**src/rtl/melody_note_sequencer_defines.svh**
```systemverilog
// Assertion macros shared by the melody note sequencer RTL.
// Depends on nothing; included by the top level only.
`ifndef MELODY_NOTE_SEQUENCER_DEFINES_SVH
`define MELODY_NOTE_SEQUENCER_DEFINES_SVH

// A condition that must hold at every clock edge outside reset.
`define MNS_ASSERT_ALWAYS(label, clk, rst, expr, msg) \
   label: assert property (@(posedge clk) disable iff (rst) (expr)) else $error(msg);

// A condition that must hold in the cycle after its trigger.
`define MNS_ASSERT_NEXT(label, clk, rst, trig, cons, msg) \
   label: assert property (@(posedge clk) disable iff (rst) (trig) |=> (cons)) else $error(msg);

`endif

```
**src/rtl/mns_pkg.sv**
```systemverilog
// Package of the melody note sequencer: action and register codes, beat and state types.
// Depends on nothing; used by the interfaces and every module of the block.
package mns_pkg;

   localparam int MAX_TUNE     = 256;
   localparam int TUNE_LEN_W   = 9;
   localparam int START_SLOT_W = 8;
   localparam int CSR_DATA_W   = 9;

   typedef enum logic [1:0] {
      ACT_TICK  = 2'd0,
      ACT_LOAD  = 2'd1,
      ACT_START = 2'd2,
      ACT_STOP  = 2'd3
   } action_type;

   typedef enum logic {
      CSR_TUNE_START_SLOT = 1'b0,
      CSR_TUNE_LENGTH     = 1'b1
   } csr_index_type;

   typedef struct packed {
      action_type  action;
      logic [31:0] now_ms;
      logic [7:0]  slot;
      logic [15:0] note_freq;
      logic [15:0] note_duration;
   } req_beat_type;

   typedef struct packed {
      logic [15:0] duration;
      logic [15:0] freq;
   } note_entry_type;

   typedef struct packed {
      logic [15:0]           drive_freq;
      logic                  drive_on;
      logic                  melody_active;
      logic [TUNE_LEN_W-1:0] play_index;
   } play_state_type;

endpackage

```
**src/rtl/mns_play_core.sv**
```systemverilog
// Playback state and per-beat update of the melody note sequencer.
// Depends on mns_pkg; fed by mns_note_store with the note at the current tune position.
module mns_play_core #(
   parameter int NOTE_SLOTS = 256,
   parameter int AW         = 8
) (
   input  logic                                  clock,
   input  logic                                  reset,
   input  logic                                  advance,
   input  mns_pkg::req_beat_type                 beat,
   input  logic [mns_pkg::TUNE_LEN_W-1:0]        tune_length,
   input  logic [AW-1:0]                         start_mod,
   input  mns_pkg::note_entry_type               entry,
   output logic [AW-1:0]                         rd_addr,
   output mns_pkg::play_state_type               state
);
   import mns_pkg::*;

   play_state_type        state_ff;
   play_state_type        state_in;
   logic [31:0]           next_due_ff;
   logic [31:0]           next_due_in;
   logic [AW-1:0]         pidx_mod_ff;
   logic [AW-1:0]         pidx_mod_in;
   logic [TUNE_LEN_W-1:0] len_eff;
   logic [31:0]           diff_now;
   logic [31:0]           due_sum;
   logic [31:0]           diff_late;
   logic [AW:0]           addr_sum;

   always_comb begin
      state_in    = state_ff;
      next_due_in = next_due_ff;
      pidx_mod_in = pidx_mod_ff;
      len_eff     = (tune_length > TUNE_LEN_W'(MAX_TUNE)) ? TUNE_LEN_W'(MAX_TUNE) : tune_length;
      diff_now    = beat.now_ms - next_due_ff;
      due_sum     = next_due_ff + {16'd0, entry.duration};
      diff_late   = beat.now_ms - due_sum;

      if (advance) begin
         case (beat.action)
            ACT_TICK: begin
               if (state_ff.melody_active && !diff_now[31]) begin
                  if (state_ff.play_index >= len_eff) begin
                     state_in.melody_active = 1'b0;
                     state_in.drive_on      = 1'b0;
                  end else begin
                     if (entry.freq == 16'd0) begin
                        state_in.drive_on = 1'b0;
                     end else begin
                        state_in.drive_freq = entry.freq;
                        state_in.drive_on   = 1'b1;
                     end
                     // Running late: re-base instead of replaying missed notes.
                     if (!diff_late[31]) begin
                        next_due_in = beat.now_ms + {16'd0, entry.duration};
                     end else begin
                        next_due_in = due_sum;
                     end
                     state_in.play_index = state_ff.play_index + TUNE_LEN_W'(1);
                     if (pidx_mod_ff == AW'(NOTE_SLOTS - 1)) begin
                        pidx_mod_in = '0;
                     end else begin
                        pidx_mod_in = pidx_mod_ff + AW'(1);
                     end
                  end
               end
            end
            ACT_START: begin
               state_in.play_index    = '0;
               state_in.melody_active = 1'b1;
               pidx_mod_in            = '0;
               next_due_in            = beat.now_ms - 32'd1;
            end
            ACT_STOP: begin
               state_in.melody_active = 1'b0;
               state_in.drive_freq    = '0;
               state_in.drive_on      = 1'b0;
            end
            default: begin
            end
         endcase
      end

      // Fetch the note for the position the next beat will see.
      addr_sum = {1'b0, start_mod} + {1'b0, pidx_mod_in};
      if (addr_sum >= (AW+1)'(NOTE_SLOTS)) begin
         rd_addr = AW'(addr_sum - (AW+1)'(NOTE_SLOTS));
      end else begin
         rd_addr = AW'(addr_sum);
      end
   end

   always_ff @(posedge clock) begin
      if (reset) begin
         state_ff    <= '0;
         next_due_ff <= '0;
         pidx_mod_ff <= '0;
      end else begin
         state_ff    <= state_in;
         next_due_ff <= next_due_in;
         pidx_mod_ff <= pidx_mod_in;
      end
   end

   assign state = state_ff;
endmodule

```
**config.mk**
```make
export PLATFORM = sky130hd
export DESIGN_NAME = mns_play_core
export DESIGN_NICKNAME = d
export VERILOG_FILES = /design/src/rtl/melody_note_sequencer_defines.svh /design/src/rtl/mns_pkg.sv /design/src/rtl/mns_play_core.sv
export SDC_FILE = /design/constraint.sdc
export NUM_CORES = 1
export LEC_CHECK = 0
export ABC_AREA = 1
export BUFFER_PORTS_ARGS = -buffer_cell sky130_fd_sc_hd__buf_2
export CAP_MARGIN = 20
export CELL_PAD_IN_SITES_DETAIL_PLACEMENT = 1
export CELL_PAD_IN_SITES_GLOBAL_PLACEMENT = 2
export CORE_ASPECT_RATIO = 1.4
export CORE_UTILIZATION = 30
export DETAILED_ROUTE_END_ITERATION = 12
export PLACE_DENSITY_LB_ADDON = 0.1
export RECOVER_POWER = 100
export SLEW_MARGIN = 20
export SYNTH_ARGS = -nofsm -noshare
export SYNTH_HDL_FRONTEND = slang
export SYNTH_SLANG_ARGS = --single-unit
```
**constraint.sdc**
```tcl
create_clock -name clock -period 4.5 [get_ports clock]
set_input_delay 0.225 -clock clock [delete_from_list [all_inputs] [get_ports clock]]
set_output_delay 0.225 -clock clock [all_outputs]
set_load 0.01 [all_outputs]
```
Yosys cells after proc, flatten, opt, wreduce, memory -nomap -nowiden. Cells that the tools add are included.

Register bits: 67. Latch bits: 0. Bits in writable memories: 0. Memory bits (read-only): 0. Bits of input ports: 126. Output and inout bits: 35. Logic and storage cells: 57. Memories kept: 0.

$add $sub $neg: 9. Multiply operators: 0. Divide/modulo/power cells: 0. Magnitude comparators: 3. Equality and inequality tests: 7. Shift-type cells: 0. Mux-type cells: 21. Bitwise logic cells: 0. Reduce and logical (&&, ||, !) cells: 11.

Operators with widths (number): 32-bit 2-to-1 mux (3); 32-bit by 16-bit adder with 32-bit output (2); 32-bit one-hot mux with 2 select lines (1); 32-bit subtractor (2); 8-bit 2-to-1 mux (5); 17-bit one-hot mux with 2 select lines (1); 16-bit 2-to-1 mux (2); 32-bit by 1-bit subtractor with 32-bit output (second input constant) (1); 27-bit 2-to-1 mux (1); 9-bit 2-to-1 mux (2); 9-bit one-hot mux with 2 select lines (1); 16-bit logical NOT (1); 8-bit one-hot mux with 2 select lines (1); 8-bit by 8-bit adder with 9-bit output (1); 9-bit by 1-bit adder with 9-bit output (second input constant) (1); 9-bit >= comparator (1); 9-bit >= comparator (second input constant) (1); 9-bit greater-than comparator (second input constant) (1); 8-bit by 1-bit adder with 8-bit output (second input constant) (1); 8-bit equality test (second input constant) (1); 2-bit inequality test (second input constant) (4); 4-bit AND reduction (2); 8-bit by 1-bit subtractor with 8-bit output (second input constant) (1); 5-bit AND reduction (1); other kinds (9) (13).

Logic depth before layout (Yosys ltp).
Word-level depth: 10. Mapped depth: 31.

Worst setup path before layout. Ideal clock, no wire load.

Path kind: input-to-output. From: in tune_length[0] in the netlist's numbering. To: out rd_addr[7]. Arrival: 3.487 ns. Setup slack: 0.788 ns. Cell stages on the path: 25. Path buffers: 0. Cells stage by stage: nor4_1 > a21o_1 > nand2_1 > ha_1 > nand2_1 > nor2_1 > nand3b_1 > nand4_1 > clkinv_1 > a21oi_1 > o21ai_0 > o211ai_1 > nand2_1 > ha_1 > a21oi_1 > nand2_1 > a21oi_1 > o21bai_1 > a21oi_1 > o21bai_1 > or2_2 > nand2_1 > inv_1 > nand2_1 > nand2_1.

Word-level cells in the longest chain between the ends: 10.

Ends and longest elaborated chain: from (decl) (line mns_play_core.sv:11) `input logic [mns_pkg::TUNE_LEN_W-1:0] tune_length,`; 9-bit greater-than comparator (line mns_play_core.sv:35) `len_eff = (tune_length > TUNE_LEN_W'(MAX_TUNE)) ? TUNE_LEN_W'(MAX_TUNE) : tune_length;`; 9-bit 2-to-1 mux (*) (line mns_play_core.sv:35); 9-bit >= comparator (*) (line mns_play_core.sv:44) `if (state_ff.play_index >= len_eff) begin`; 8-bit 2-to-1 mux (*) (line mns_play_core.sv:44); 8-bit 2-to-1 mux (*) (line mns_play_core.sv:43) `if (state_ff.melody_active && !diff_now[31]) begin`; 8-bit one-hot mux with 2 select lines (*) (line mns_play_core.sv:41) `case (beat.action)`; 8-bit 2-to-1 mux (*) (line mns_play_core.sv:40) `if (advance) begin`; net pidx_mod_in[2] (line mns_play_core.sv:24) `logic [AW-1:0] pidx_mod_in;`; 8-bit by 8-bit adder with 9-bit output (*) (line mns_play_core.sv:86) `addr_sum = {1'b0, start_mod} + {1'b0, pidx_mod_in};`; 8-bit by 1-bit subtractor with 8-bit output / 9-bit >= comparator (equally long branches) (line mns_play_core.sv:88, mns_play_core.sv:87); 8-bit 2-to-1 mux (*) (line mns_play_core.sv:87) `if (addr_sum >= (AW+1)'(NOTE_SLOTS)) begin`; to (decl) (line mns_play_core.sv:14) `output logic [AW-1:0] rd_addr,`.

The timed path passes the listed nets; every way through them passes the cells marked *.

Worst setup path in the final report.
From: reg next_due_ff[22]. To: out rd_addr[7].

Word-level cells in the longest chain between the ends: 9.

Ends and longest elaborated chain: from (decl) (line mns_play_core.sv:21) `logic [31:0] next_due_ff;`; from (signal assigned) (line mns_play_core.sv:101) `next_due_ff <= next_due_in;`; 32-bit subtractor (*) (line mns_play_core.sv:36) `diff_now = beat.now_ms - next_due_ff;`; 1-bit logical NOT (*) (line mns_play_core.sv:43); 1-bit logical AND (*) (line mns_play_core.sv:43); 8-bit 2-to-1 mux (*) (line mns_play_core.sv:43); 8-bit one-hot mux with 2 select lines (*) (line mns_play_core.sv:41); 8-bit 2-to-1 mux (*) (line mns_play_core.sv:40); net pidx_mod_in[2] (line mns_play_core.sv:24); 8-bit by 8-bit adder with 9-bit output (*) (line mns_play_core.sv:86); 8-bit by 1-bit subtractor with 8-bit output / 9-bit >= comparator (equally long branches) (line mns_play_core.sv:88, mns_play_core.sv:87); 8-bit 2-to-1 mux (*) (line mns_play_core.sv:87).

Marks and branches as above.

==> flow_summary.json <==
{
  "core_um2": 30100,
  "met1_length_um": 16800,
  "synth.distinct_cells": 46,
  "synth_ff_type": "dfxtp_1",
  "setup_viol": 0,
  "drv_cap": 0,
  "ir_drop_mv": 0.138,
  "crit_required_ns": 4.28,
  "p_per_area_nw_per_um2": 233,
  "ys_warn_count": 0,
  "fp.dieH_um": 209,
  "dp_slack_ns": 0.188,
  "grt_setup_unrepaired": "true",
  "finalHoldViolations": 0,
  "grt_overflow": 0,
  "dr_wl_met2_um": 20500,
  "drt_iter0_drc": 396,
  "antenna_found_initial": 0,
  "die_x_um": 150,
  "layout.nets": 1985,
  "avgSynthCellArea_um2": 5.88,
  "vias_per_cell": 5.14,
  "gp_congestion": 0.959,
  "die_area_um2": 31400,
  "synth_edf_count": 0,
  "clock_skew_ns": 0.0113,
  "drt_pass1_iterations": 5,
  "grt_pass1_wl_um": 61300,
  "slew-limit-headroom_pct": 34.7,
  "cts_tree": "yes",
  "tns_ns": 0,
  "ctsRootBufferMaster": "clkbuf_16",
  "drc_errors": 0,
  "critical_path_class": "flip-flop to output pin",
  "synthArstFlopShare_pct": 0,
  "drtAntennaViolNets": 0,
  "grt_usage_pct": 25.6,
  "hpwl_um": 31800,
  "vias": 11000,
  "synth.most_common_cell": "nand2_1",
  "register_area_um2": 1360,
  "syn-num-nets": 1808,
  "fin_crit_ns": 4.16,
  "place_inst": 2110,
  "multi_input_area_um2": 7350,
  "synth_area_leaders": "nand2_1 (18%), ha_1 (15%), dfxtp_1 (15%)",
  "clock_sinks": 67,
  "synth-seq-cells": 67,
  "wl_um": 39200,
  "fill_cells": 4055,
  "cts_buffers": 9,
  "yosysSeqAreaShare_pct": 14.5,
  "cp-end-kind": "output pin",
  "crit_fanout": 4,
  "clk_pin_slew_worst_paths_ns": 0.07,
  "grt_start_max_net_pins": 43,
  "area_growth_pct": 24.1,
  "start_util_pct": 30.6,
  "slew_violations": 0,
  "worstPathArrival_ns": 3.94,
  "stdcell_count": 2134,
  "power.leakage_uw": 0.00556,
  "port_buffers": 120,
  "ios": 161,
  "synth_common_cells": "nand2_1 (447), inv_1 (179), nor2_1 (166)",
  "syn_area_um2": 9220,
  "status": "complete, no violations",
  "layout-drive-gt1-share_pct": 16.9,
  "dr_wl_met3_um": 924,
  "cts_buffer_depth": 2,
  "avgRoutedWirePerCell_um": 18.4,
  "row_count": 75,
  "fin_ws_ns": 0.336,
  "max_freq_mhz": 240,
  "synthCells": 1568,
  "hp-class": "input port to flip-flop",
  "grt_pass1_vias": 11300,
  "yosysTopAreaCellShare_pct": 18.2,
  "yosysTopAreaCell": "nand2_1",
  "clk_latency_ns": 0.36,
  "finalCritPeriodShare_pct": 92.5,
  "htree_num_levels": 3,
  "worstMarginPinSlew_ns": 0.972,
  "top_layer": "met4",
  "cts_hold_buffers": 0,
  "n_antenna_cell": 0,
  "startpoint_type": "flip-flop"
}
-- what timing repair did --
item                                    in CTS  in global routing
pin swaps                                    2                 24
endpoints found under the setup margin       2                 34
resized for setup                            8                 81
setup buffers                                0                  9
-- metal layers --
layer / track usage (%) / vias up
li1: - / 5538
met1: 29.8 / 5214
met2: 48.5 / 166
met3: 2.41 / 45
met4: 7.21 / 0
met5: 0 / -
-- metrics by stage --
stage	hold WS [ns]	util [%]	instance area, µm²	power [µW]
after detailed placement	0.449	35.7	10700	1850
after floorplan	0.450	-	9220	1380
after global placement	0.434	35.7	10700	1830
after global routing	0.278	38.0	11400	2860
final	0.234	38.0	11400	2660
after CTS	0.228	36.7	11100	2640
-- flip-flops by register name, indices dropped and copies added (netlist names) --
| name | flops |
|---|---|
| next_due_ff | 32 |
| pidx_mod_ff | 8 |
| state | 27 |
-- cell type report --
class	count	share of cell area (%)
Clock inverter	4	0.448
Timing Repair Buffer	203	11.0
Tap cell	385	4.21
Multi-Input combinational cell	1277	64.2
Inverter	187	6.13
Clock buffer	11	2.12
Sequential cell	67	11.9
-- where the power goes --
part	switching, µW	internal, µW	total [µW]
clock	329	443	772
sequential	29.8	630	659
combinational	763	469	1230
-- path summary, 6_finish.rpt --
check / endpoint / depth (start not counted) / slack [ns] / from
min reg2reg: state[10] / 2 / 0.46 / state[10]
max: rd_addr[7] / 27 / 0.34 / next_due_ff[22]
min: state[20] / 5 / 0.23 / entry[9]
max reg2reg: next_due_ff[31] / 24 / 0.38 / next_due_ff[2]
-- logic make-up (layout without fill, tap and decap cells) --
| kind of cell | count (synthesis) | after routing | share of synthesized area, % |
|---|---|---|---|
| adder cells (fa/ha/maj) | 114 | 114 | 15.7 |
| flip-flops | 67 | 67 | 14.5 |
| buffers and inverters | 224 | 405 | 9.58 |
| AO/OA/AOI/OAI | 241 | 241 | 13.8 |
| XOR/XNOR | 61 | 61 | 5.79 |
| AND/OR/NAND/NOR | 861 | 861 | 40.6 |
-- cell usage in the layout (no fill, tap or decap), types with 3 or more instances in the layout --
master,n
nand2_1,429
inv_1,173
nor2_1,159
a21oi_1,129
nand3_1,125
buf_2,98
ha_1,96
buf_4,75
dfxtp_1,55
nand4_1,44
xor2_1,43
o21ai_0,42
o21ai_1,33
nor3_1,27
clkbuf_1,25
nand2_2,23
xnor2_1,18
nor4_1,15
ha_4,14
inv_2,11
a21o_1,9
clkbuf_16,9
dfxtp_2,9
a21oi_2,7
nor2_2,6
o21bai_1,6
nor2_4,5
nand2_4,5
buf_12,5
o21a_1,4
nand3b_1,4
nand3_2,4
a31oi_1,4
nand3_4,3
clkinv_1,3
dfxtp_4,3
-- critical path, cell delays in order (launching register included) --
cell and delay [ns]:
dfxtp_2 0.33, inv_1 0.07, ha_4 0.27, nand2_2 0.07, nor2_2 0.12, nand4_1 0.19, nor2b_1 0.15, buf_4 0.16
nand2_4 0.08, nand3_4 0.07, nand2_2 0.06, nor2_4 0.14, o21ai_1 0.09, o211ai_1 0.12, nand2_1 0.13, ha_4 0.27
a21oi_2 0.13, nand2_2 0.08, a21oi_2 0.13, o21bai_1 0.10, a21oi_1 0.15, o21bai_1 0.11, or2_4 0.24, nand2_2 0.06
inv_1 0.03, nand2_1 0.05, nand2_1 0.04, buf_2 0.13
(Power assumes the default switching activity.)
